`src/rtl/bracketed_csv_command_parser_unit_macros.svh`:
```
// Assertion macros for the bracketed CSV command parser.
// Included by the RTL files that carry concurrent checks; no other dependency.
`ifndef BRACKETED_CSV_COMMAND_PARSER_UNIT_MACROS_SVH
`define BRACKETED_CSV_COMMAND_PARSER_UNIT_MACROS_SVH

`ifndef SYNTH
// same-cycle implication, off during reset
`define BCP_ASSERT_IMP(lbl, clk, rst_n, ante, cons) \
  lbl: assert property (@(posedge clk) disable iff (!rst_n) (ante) |-> (cons)) \
    else $error("assertion failed");
// next-cycle implication, off during reset
`define BCP_ASSERT_NXT(lbl, clk, rst_n, ante, cons) \
  lbl: assert property (@(posedge clk) disable iff (!rst_n) (ante) |=> (cons)) \
    else $error("assertion failed");
`else
`define BCP_ASSERT_IMP(lbl, clk, rst_n, ante, cons)
`define BCP_ASSERT_NXT(lbl, clk, rst_n, ante, cons)
`endif

`endif

```
`src/rtl/bcp_pkg.sv`:
```
// Package for the bracketed CSV command parser: sizes, character codes,
// register indexes, frame kinds and the result beat type. No dependencies.
`default_nettype none

package bcp_pkg;

  localparam int unsigned MAX_CHARS  = 32;
  localparam int unsigned MAX_FIELDS = 4;
  localparam int unsigned TOKEN_CAP  = 16;

  localparam int unsigned CHAR_W  = $clog2(MAX_CHARS);
  localparam int unsigned SLOT_AW = $clog2(MAX_FIELDS);
  localparam int unsigned TOTAL_W = 5;
  localparam int unsigned VAL_W   = 16;

  localparam logic [7:0] OPEN_MARK  = 8'h5B;
  localparam logic [7:0] CLOSE_MARK = 8'h5D;
  localparam logic [7:0] SPLIT_MARK = 8'h2C;
  localparam logic [7:0] CH_NUL     = 8'h00;
  localparam logic [7:0] CH_PLUS    = 8'h2B;
  localparam logic [7:0] CH_MINUS   = 8'h2D;
  localparam logic [7:0] CH_ZERO    = 8'h30;
  localparam logic [7:0] CH_NINE    = 8'h39;
  localparam logic [7:0] CH_SPACE   = 8'h20;
  localparam logic [7:0] CH_TAB     = 8'h09;
  localparam logic [7:0] CH_CR      = 8'h0D;

  typedef enum logic [1:0] {
    CFG_ANGULAR_ID = 2'd0,
    CFG_FIRE_ID    = 2'd1,
    CFG_GAINS_ID   = 2'd2
  } cfg_idx_e;

  typedef enum logic [1:0] {
    KIND_ANGULAR = 2'd0,
    KIND_FIRE    = 2'd1,
    KIND_GAINS   = 2'd2,
    KIND_OTHER   = 2'd3
  } kind_e;

  typedef struct packed {
    kind_e              kind;
    logic [VAL_W-1:0]   package_id;
    logic [VAL_W-1:0]   value_one;
    logic [VAL_W-1:0]   value_two;
    logic [VAL_W-1:0]   value_three;
    logic [TOTAL_W-1:0] token_total;
    logic               too_many;
  } result_t;

endpackage

`default_nettype wire

```
`src/rtl/bracketed_csv_command_parser_unit.sv`:
```
// Bracketed CSV command parser: one received byte per input beat, one result
// beat per frame-ending bracket. Uses bcp_pkg and the assertion macro header.
//
// The parser takes one byte every cycle unless in_stall_o is high. Bytes outside
// a frame are ignored until '['; inside a frame the text is split on commas and
// each token is read as a decimal integer (leading blanks, optional sign, digits,
// wrapping to 16 bits) into the field slots. The byte is folded into the token
// state in the cycle it is accepted; the result for ']' goes to the output
// register, or to the skid register if an unread result is there. This two-entry
// buffer lets input keep flowing while one result waits; in_stall_o rises only
// when both entries hold results. The user must write the id registers through
// the cfg port only while the block is idle; the block does not enforce this.
`default_nettype none
`include "bracketed_csv_command_parser_unit_macros.svh"

module bracketed_csv_command_parser_unit (
  input  wire                       clk_i,
  input  wire                       rst_ni,
  input  wire                       cfg_we_i,
  input  wire  [1:0]                cfg_index_i,
  input  wire  [15:0]               cfg_data_i,
  input  wire                       in_valid_i,
  output logic                      in_stall_o,
  input  wire  [7:0]                rx_byte_i,
  output logic                      out_valid_o,
  input  wire                       out_stall_i,
  output logic [1:0]                frame_kind_o,
  output logic signed [15:0]        package_id_o,
  output logic signed [15:0]        value_one_o,
  output logic signed [15:0]        value_two_o,
  output logic signed [15:0]        value_three_o,
  output logic [4:0]                token_total_o,
  output logic                      too_many_tokens_o
);

  typedef enum logic [1:0] {
    PH_BEFORE = 2'd0,
    PH_SIGN   = 2'd1,
    PH_DIGITS = 2'd2,
    PH_DONE   = 2'd3
  } phase_e;

  localparam logic [bcp_pkg::CHAR_W-1:0] CHAR_LIMIT =
    bcp_pkg::CHAR_W'(bcp_pkg::MAX_CHARS - 1);
  localparam logic [bcp_pkg::TOTAL_W-1:0] SLOT_LIMIT =
    bcp_pkg::TOTAL_W'(bcp_pkg::MAX_FIELDS);
  localparam logic [bcp_pkg::TOTAL_W-1:0] TOKEN_LIMIT =
    bcp_pkg::TOTAL_W'(bcp_pkg::TOKEN_CAP);

  logic [15:0] angular_id_q, fire_id_q, gains_id_q;

  logic                          inside_frame_q, inside_frame_d;
  logic [bcp_pkg::CHAR_W-1:0]    char_count_q, char_count_d;
  logic                          text_ended_q, text_ended_d;
  logic [bcp_pkg::TOTAL_W-1:0]   slot_index_q, slot_index_d;
  logic [15:0]                   accumulator_q, accumulator_d;
  logic                          negative_sign_q, negative_sign_d;
  phase_e                        phase_q, phase_d;
  logic                          token_open_q, token_open_d;
  logic                          overflow_q, overflow_d;
  logic [15:0]                   slots_q [bcp_pkg::MAX_FIELDS];
  logic [15:0]                   slots_d [bcp_pkg::MAX_FIELDS];

  logic            in_accept;
  logic            push;
  logic            pop;
  logic            do_close;
  logic            do_take;
  logic            is_blank;
  logic            is_digit;
  logic [15:0]     token_value;
  bcp_pkg::kind_e  kind;
  bcp_pkg::result_t res;

  bcp_pkg::result_t out_q, skid_q;
  logic             out_valid_q, skid_valid_q;

  assign in_stall_o = skid_valid_q;
  assign in_accept  = in_valid_i && !in_stall_o;
  assign pop        = out_valid_q && !out_stall_i;

  assign is_blank = (rx_byte_i == bcp_pkg::CH_SPACE) ||
                    ((rx_byte_i >= bcp_pkg::CH_TAB) && (rx_byte_i <= bcp_pkg::CH_CR));
  assign is_digit = (rx_byte_i >= bcp_pkg::CH_ZERO) && (rx_byte_i <= bcp_pkg::CH_NINE);
  assign token_value = negative_sign_q ? 16'(16'd0 - accumulator_q) : accumulator_q;

  always_comb begin
    inside_frame_d  = inside_frame_q;
    char_count_d    = char_count_q;
    text_ended_d    = text_ended_q;
    slot_index_d    = slot_index_q;
    accumulator_d   = accumulator_q;
    negative_sign_d = negative_sign_q;
    phase_d         = phase_q;
    token_open_d    = token_open_q;
    overflow_d      = overflow_q;
    slots_d         = slots_q;
    push            = 1'b0;
    do_close        = 1'b0;
    do_take         = 1'b0;

    if (in_accept) begin
      if (!inside_frame_q) begin
        if (rx_byte_i == bcp_pkg::OPEN_MARK) begin
          inside_frame_d  = 1'b1;
          char_count_d    = '0;
          text_ended_d    = 1'b0;
          slot_index_d    = '0;
          overflow_d      = 1'b0;
          accumulator_d   = '0;
          negative_sign_d = 1'b0;
          phase_d         = PH_BEFORE;
          token_open_d    = 1'b0;
        end
      end else if (rx_byte_i != bcp_pkg::CLOSE_MARK) begin
        if (char_count_q < CHAR_LIMIT) begin
          char_count_d = char_count_q + 1'b1;
          if (!text_ended_q) begin
            priority if (rx_byte_i == bcp_pkg::CH_NUL) begin
              text_ended_d = 1'b1;
            end else if (rx_byte_i == bcp_pkg::SPLIT_MARK) begin
              do_close = 1'b1;
            end else begin
              do_take = 1'b1;
            end
          end
        end
      end else begin
        do_close       = 1'b1;
        push           = 1'b1;
        inside_frame_d = 1'b0;
        char_count_d   = '0;
        text_ended_d   = 1'b0;
      end
    end

    if (do_close) begin
      if (token_open_q) begin
        if (slot_index_q < SLOT_LIMIT) begin
          slots_d[slot_index_q[bcp_pkg::SLOT_AW-1:0]] = token_value;
        end else begin
          overflow_d = 1'b1;
        end
        if (slot_index_q < TOKEN_LIMIT) begin
          slot_index_d = slot_index_q + 1'b1;
        end
      end
      accumulator_d   = '0;
      negative_sign_d = 1'b0;
      phase_d         = PH_BEFORE;
      token_open_d    = 1'b0;
    end

    if (do_take) begin
      token_open_d = 1'b1;
      priority if (phase_q == PH_BEFORE && is_blank) begin
        phase_d = PH_BEFORE;
      end else if (phase_q == PH_BEFORE && rx_byte_i == bcp_pkg::CH_PLUS) begin
        phase_d = PH_SIGN;
      end else if (phase_q == PH_BEFORE && rx_byte_i == bcp_pkg::CH_MINUS) begin
        negative_sign_d = 1'b1;
        phase_d         = PH_SIGN;
      end else if (phase_q != PH_DONE) begin
        if (is_digit) begin
          accumulator_d = (accumulator_q << 3) + (accumulator_q << 1) +
                          {12'd0, rx_byte_i[3:0]};
          phase_d       = PH_DIGITS;
        end else begin
          phase_d = PH_DONE;
        end
      end else begin
        phase_d = PH_DONE;
      end
    end
  end

  always_comb begin
    priority if (slots_d[0] == angular_id_q) begin
      kind = bcp_pkg::KIND_ANGULAR;
    end else if (slots_d[0] == fire_id_q) begin
      kind = bcp_pkg::KIND_FIRE;
    end else if (slots_d[0] == gains_id_q) begin
      kind = bcp_pkg::KIND_GAINS;
    end else begin
      kind = bcp_pkg::KIND_OTHER;
    end
    res.kind        = kind;
    res.package_id  = slots_d[0];
    res.value_one   = slots_d[1];
    res.value_two   = slots_d[2];
    res.value_three = slots_d[3];
    res.token_total = slot_index_d;
    res.too_many    = overflow_d;
  end

  always_ff @(posedge clk_i or negedge rst_ni) begin
    if (!rst_ni) begin
      angular_id_q <= 16'd0;
      fire_id_q    <= 16'd1;
      gains_id_q   <= 16'd2;
    end else if (cfg_we_i) begin
      unique case (cfg_index_i)
        bcp_pkg::CFG_ANGULAR_ID: angular_id_q <= cfg_data_i;
        bcp_pkg::CFG_FIRE_ID:    fire_id_q    <= cfg_data_i;
        bcp_pkg::CFG_GAINS_ID:   gains_id_q   <= cfg_data_i;
        default: ;
      endcase
    end
  end

  always_ff @(posedge clk_i or negedge rst_ni) begin
    if (!rst_ni) begin
      inside_frame_q  <= 1'b0;
      char_count_q    <= '0;
      text_ended_q    <= 1'b0;
      slot_index_q    <= '0;
      accumulator_q   <= '0;
      negative_sign_q <= 1'b0;
      phase_q         <= PH_BEFORE;
      token_open_q    <= 1'b0;
      overflow_q      <= 1'b0;
      for (int i = 0; i < bcp_pkg::MAX_FIELDS; i++) begin
        slots_q[i] <= '0;
      end
    end else begin
      inside_frame_q  <= inside_frame_d;
      char_count_q    <= char_count_d;
      text_ended_q    <= text_ended_d;
      slot_index_q    <= slot_index_d;
      accumulator_q   <= accumulator_d;
      negative_sign_q <= negative_sign_d;
      phase_q         <= phase_d;
      token_open_q    <= token_open_d;
      overflow_q      <= overflow_d;
      slots_q         <= slots_d;
    end
  end

  always_ff @(posedge clk_i or negedge rst_ni) begin
    if (!rst_ni) begin
      out_valid_q  <= 1'b0;
      skid_valid_q <= 1'b0;
    end else if (skid_valid_q) begin
      if (pop) begin
        skid_valid_q <= 1'b0;
      end
    end else if (push) begin
      if (out_valid_q && !pop) begin
        skid_valid_q <= 1'b1;
      end
      out_valid_q <= 1'b1;
    end else if (pop) begin
      out_valid_q <= 1'b0;
    end
  end

  always_ff @(posedge clk_i) begin
    if (skid_valid_q) begin
      if (pop) begin
        out_q <= skid_q;
      end
    end else if (push) begin
      if (out_valid_q && !pop) begin
        skid_q <= res;
      end else begin
        out_q <= res;
      end
    end
  end

  assign out_valid_o       = out_valid_q;
  assign frame_kind_o      = out_q.kind;
  assign package_id_o      = signed'(out_q.package_id);
  assign value_one_o       = signed'(out_q.value_one);
  assign value_two_o       = signed'(out_q.value_two);
  assign value_three_o     = signed'(out_q.value_three);
  assign token_total_o     = out_q.token_total;
  assign too_many_tokens_o = out_q.too_many;

  `BCP_ASSERT_IMP(a_skid_behind_out, clk_i, rst_ni, skid_valid_q, out_valid_q)
  `BCP_ASSERT_IMP(a_count_in_range, clk_i, rst_ni, 1'b1, char_count_q <= CHAR_LIMIT)
  `BCP_ASSERT_IMP(a_idle_text_clear, clk_i, rst_ni, !inside_frame_q,
                  char_count_q == '0 && !text_ended_q)
  `BCP_ASSERT_IMP(a_total_capped, clk_i, rst_ni, out_valid_q,
                  out_q.token_total <= TOKEN_LIMIT)
  `BCP_ASSERT_NXT(a_close_gives_beat, clk_i, rst_ni,
                  in_accept && inside_frame_q && rx_byte_i == bcp_pkg::CLOSE_MARK,
                  out_valid_q)

endmodule

`default_nettype wire

```
`config.mk`:
```
export PLATFORM = sky130hd
export DESIGN_NAME = bracketed_csv_command_parser_unit
export DESIGN_NICKNAME = d
export VERILOG_FILES = /design/src/rtl/bcp_pkg.sv /design/src/rtl/bracketed_csv_command_parser_unit.sv
export VERILOG_INCLUDE_DIRS = /design/src /design/src/rtl
export SDC_FILE = /design/constraint.sdc
export NUM_CORES = 1
export LEC_CHECK = 0
export BUFFER_PORTS_ARGS = -buffer_cell sky130_fd_sc_hd__buf_2
export CAP_MARGIN = 25
export CORE_ASPECT_RATIO = 0.6
export CORE_MARGIN = 3
export CORE_UTILIZATION = 40
export CTS_CLUSTER_SIZE = 24
export DETAILED_ROUTE_END_ITERATION = 12
export GPL_ROUTABILITY_DRIVEN = 0
export MAX_ROUTING_LAYER = met4
export SKIP_CTS_REPAIR_TIMING = 1
export SLEW_MARGIN = 30
export SYNTH_ARGS = -nofsm -noshare
export SYNTH_HDL_FRONTEND = slang
export SYNTH_SLANG_ARGS = --single-unit
```
`constraint.sdc`:
```
create_clock -name clk_i -period 4.8 [get_ports clk_i]
set_input_delay 0.24 -clock clk_i [delete_from_list [all_inputs] [get_ports clk_i]]
set_output_delay 0.24 -clock clk_i [all_outputs]
set_load 0.01 [all_outputs]
```
==> key figures <==
Synthesis
  – Post-synth top area cell: edfxtp_1
  – Cell count after synthesis: ~1100
  – Share of the synthesized area in the top cell type: 0.316
  – Mean post-synth cell area: 12.3 sq um
  – Most numerous cell in the Yosys netlist: dfrtp_1
  – Yosys reg bits: between 200 and 300
  – Ys async rst share: 0.505
  – Synth Flop Type: dfrtp_1
  – Mapped cell area: about 14000 sq um
  – Ranking of synthesized cells by area: edfxtp_1 (32%), dfrtp_1 (27%), mux2_2 (9.2%), o21ai_0 (3.8%), nand2_1 (3.1%)
  – Seq/Total Area, Yosys: 0.585
  – Mapped Nets: ~1200
  – Synth cell types: 81
  – YS warnings: 0
  – Post-synth EDFFs: approximately 140
  – Post-synth top cells: dfrtp_1 (145), edfxtp_1 (144), nand2_1 (114)

Final layout
  – Share of cells above drive strength 1: 0.245
  – Diode count: 0
  – Final Non-Filler Cells: 1707
  – Multi-input combinational cell area: approximately 5300 sq um
  – Reg area: 8010 sq um
  – Fill count: approximately 3000
  – Nets: 1302
  – Area growth, synth to finish: 15.6%

Power
  – Clock share of power: 0.396
  – Sw Ratio: 0.245
  – P_int: 4.10 mW
  – Peak supply drop: 0.291 mV
  – Sequential Power Share: 0.528
  – Leakage Power: 6.56 nW
  – Pwr per Cell Area: 343 nW/um^2
  – Comb pwr share: 0.075
  – Psw: 1.33 mW

Global route
  – Initial antenna violation count: 0
  – Vias in the first global route: 9014
  – Pin count of the biggest net entering global routing: 73
  – Overflow after GRT: 0
  – Overall Global Routing Usage: 0.211
  – First-pass GRT wire length: about 57000 um

Routing
  – Residual DRC count: 0
  – Final wirelength: around 37000 um
  – Antenna violation net count after detailed routing: 0
  – DR pass1 iterations: 6
  – Wire per inst: 21.9 um
  – Detail-routed via count per cell: between 5 and 6
  – Via count: between 9000 and 10000
  – DR iter-0 viols: approximately 960

Timing
  – Setup-failing EPs final: 0
  – Post-route setup slack: approximately 660 ps
  – Tightest Pin Transition: between 900 and 1000 ps
  – Final Hold Viols: 1
  – Tcrit/Tclk final: 0.863
  – Fin Setup TNS: 0 ps
  – Minimum clock period: 4140 ps
  – Clk_skew: roughly 21 ps
  – RSZ-0062 raised after global routing: no
  – Max-slew headroom: 0.376
  – Peak Freq: 0.242 GHz
  – WHS: -30.9 ps
  – Fin. max-slew vios: 0

Run status
  – Status: finished, violations left
  – Failing checks: hold timing

Min path
  – Hold Crit Class: input pin to flip-flop

Clocking
  – H-tree lvl count: 1
  – Longest Clk Path Bufs: 3
  – CTS Buf Count: 26
  – TritonCTS clock tree: yes
  – Clock Pin Slew Worst Setup and Hold Paths: 70 ps
  – CTS root buffer: clkbuf_16
  – Clk Latency, worst-skew pair: 550 ps
  – CTS Sinks: 291

Setup path
  – R2r endpoint: frame_kind_o[1]$_DFFE_PP_
  – Critical path fanouts, max: 9
  – Worst Setup SP: accumulator_q[0]$_DFF_PN0_
  – R2R depth: 11
  – Startpoint Class: flip-flop
  – RR Startpoint: accumulator_q[0]$_DFF_PN0_
  – Req. time, crit path: 5090 ps
  – Crit Path Category: flip-flop to flip-flop
  – Crit path DAT: 4430 ps
  – Crit path to: frame_kind_o[1]$_DFFE_PP_
  – R2R setup slack: ~660 ps
  – CP endpoint kind: flip-flop

Place
  – Port bufs: 104
  – Post-Place Worst Slack: 748 ps
  – DPL Wire Length: 26700 um
  – Dpl cells: 1643

Die
  – Initial Util: 0.414
  – Chip height: 149 um
  – Core Area: 33100 sq um
  – Die ar.: 36500 sq um
  – Die X: 245 um
  – Num rows: 51
  – I/O pin cnt: 105

Flow run
  – Number of max-cap violations: 0
cells by family after synthesis:
family,after synthesis,synth area share
flops,291,0.585
simple gates,284,0.104
compound gates,233,0.109
mux,116,0.0951
buf+inv,90,0.0267
xor+xnor,65,0.0477
fa+ha+maj,34,0.0322
power by group through the flow:
stage                     Clock, mW  Combinational, mW  Sequential [mW]
final                          2.15              0.409             2.87
after global routing           2.30              0.451             2.87
after CTS                      2.20              0.393             2.85
after detailed placement          0              0.391             2.90
after global placement            0              0.386             2.90
after floorplan                   0              0.285             2.81
metal layers:
layer / vias to the layer above / routed length, um / track usage
li1: 4365 / - / -
met1: 4729 / 18800 / 0.329
met2: 390 / 14200 / 0.265
met3: 46 / 3870 / 0.0704
met4: 0 / 522 / 0.0277
met5: - / 0 / -
worst max-delay path, cell delays in order, from the launching register on:
cell	delay, ps
dfrtp_1	490
inv_1	280
ha_1	320
or3b_2	560
o41ai_4	280
xor2_2	460
xor2_1	210
nand4b_1	140
o41ai_1	470
nand4_1	220
o21a_2	200
mux2_2	260
state kept, by name (all words and copies together), names as in the netlist:
| name | cells |
|---|---|
| accumulator_q | 16 |
| angular_id_q | 16 |
| char_count_q | 5 |
| fire_id_q | 16 |
| frame_kind_o | 2 |
| gains_id_q | 16 |
| in_stall_o | 1 |
| inside_frame_q | 1 |
| negative_sign_q | 1 |
| out_valid_o | 1 |
| overflow_q | 1 |
| package_id_o | 16 |
| phase_q | 2 |
| skid_q | 72 |
| slot_index_q | 5 |
| slots_q | 64 |
| text_ended_q | 1 |
| token_open_q | 1 |
| token_total_o | 5 |
| too_many_tokens_o | 1 |
| value_one_o | 16 |
| value_three_o | 16 |
| value_two_o | 16 |
metrics by stage:
| step | cell area [sq um] | utilization | power, mW |
|---|---|---|---|
| finish | 15800 | 0.479 | 5.43 |
| global route | 15800 | 0.479 | 5.61 |
| CTS | 15700 | 0.474 | 5.45 |
| detailed placement | 14800 | 0.447 | 3.29 |
| global placement | 14800 | 0.447 | 3.29 |
| floorplan | 13700 | - | 3.10 |
cell type report:
type	instances	area share
well taps	450	0.0356
repair buffers	145	0.0556
multi-input cells	732	0.337
clock buffers	36	0.0474
inverters	41	0.00973
flip-flops and latches	291	0.506
clock inverters	12	0.00791
layout by cell type (no fill, tap or decap), drive strengths merged, types with 32 or more instances in the layout:
| cell | instances |
|---|---|
| nand3 | 38 |
| ha | 32 |
| xnor2 | 33 |
| inv | 45 |
| mux2 | 112 |
| buf | 130 |
| edfxtp | 144 |
| o21ai | 106 |
| dfrtp | 145 |
| nand2 | 114 |
| clkbuf | 36 |
| a21oi | 39 |
worst min-delay path by stage:
stage / startpoint / end / slack [ps] / cells past startpoint
6_report: cfg_data_i[10] / angular_id_q[10]$_DFFE_PN0P_ / -30 / 3
5_1_grt: cfg_data_i[10] / gains_id_q[10]$_DFFE_PN0P_ / 3 / 2
2_1_floorplan: rst_ni / accumulator_q[0]$_DFF_PN0_ / -60 / 0
3_3_place_gp: rst_ni / char_count_q[2]$_DFFE_PN0P_ / 220 / 1
4_1_cts: rst_ni / slots_q[55]$_DFF_PN0_ / -350 / 1
3_5_place_dp: rst_ni / char_count_q[4]$_DFFE_PN0P_ / 220 / 1
No activity file was read; power rests on OpenSTA's default activity.
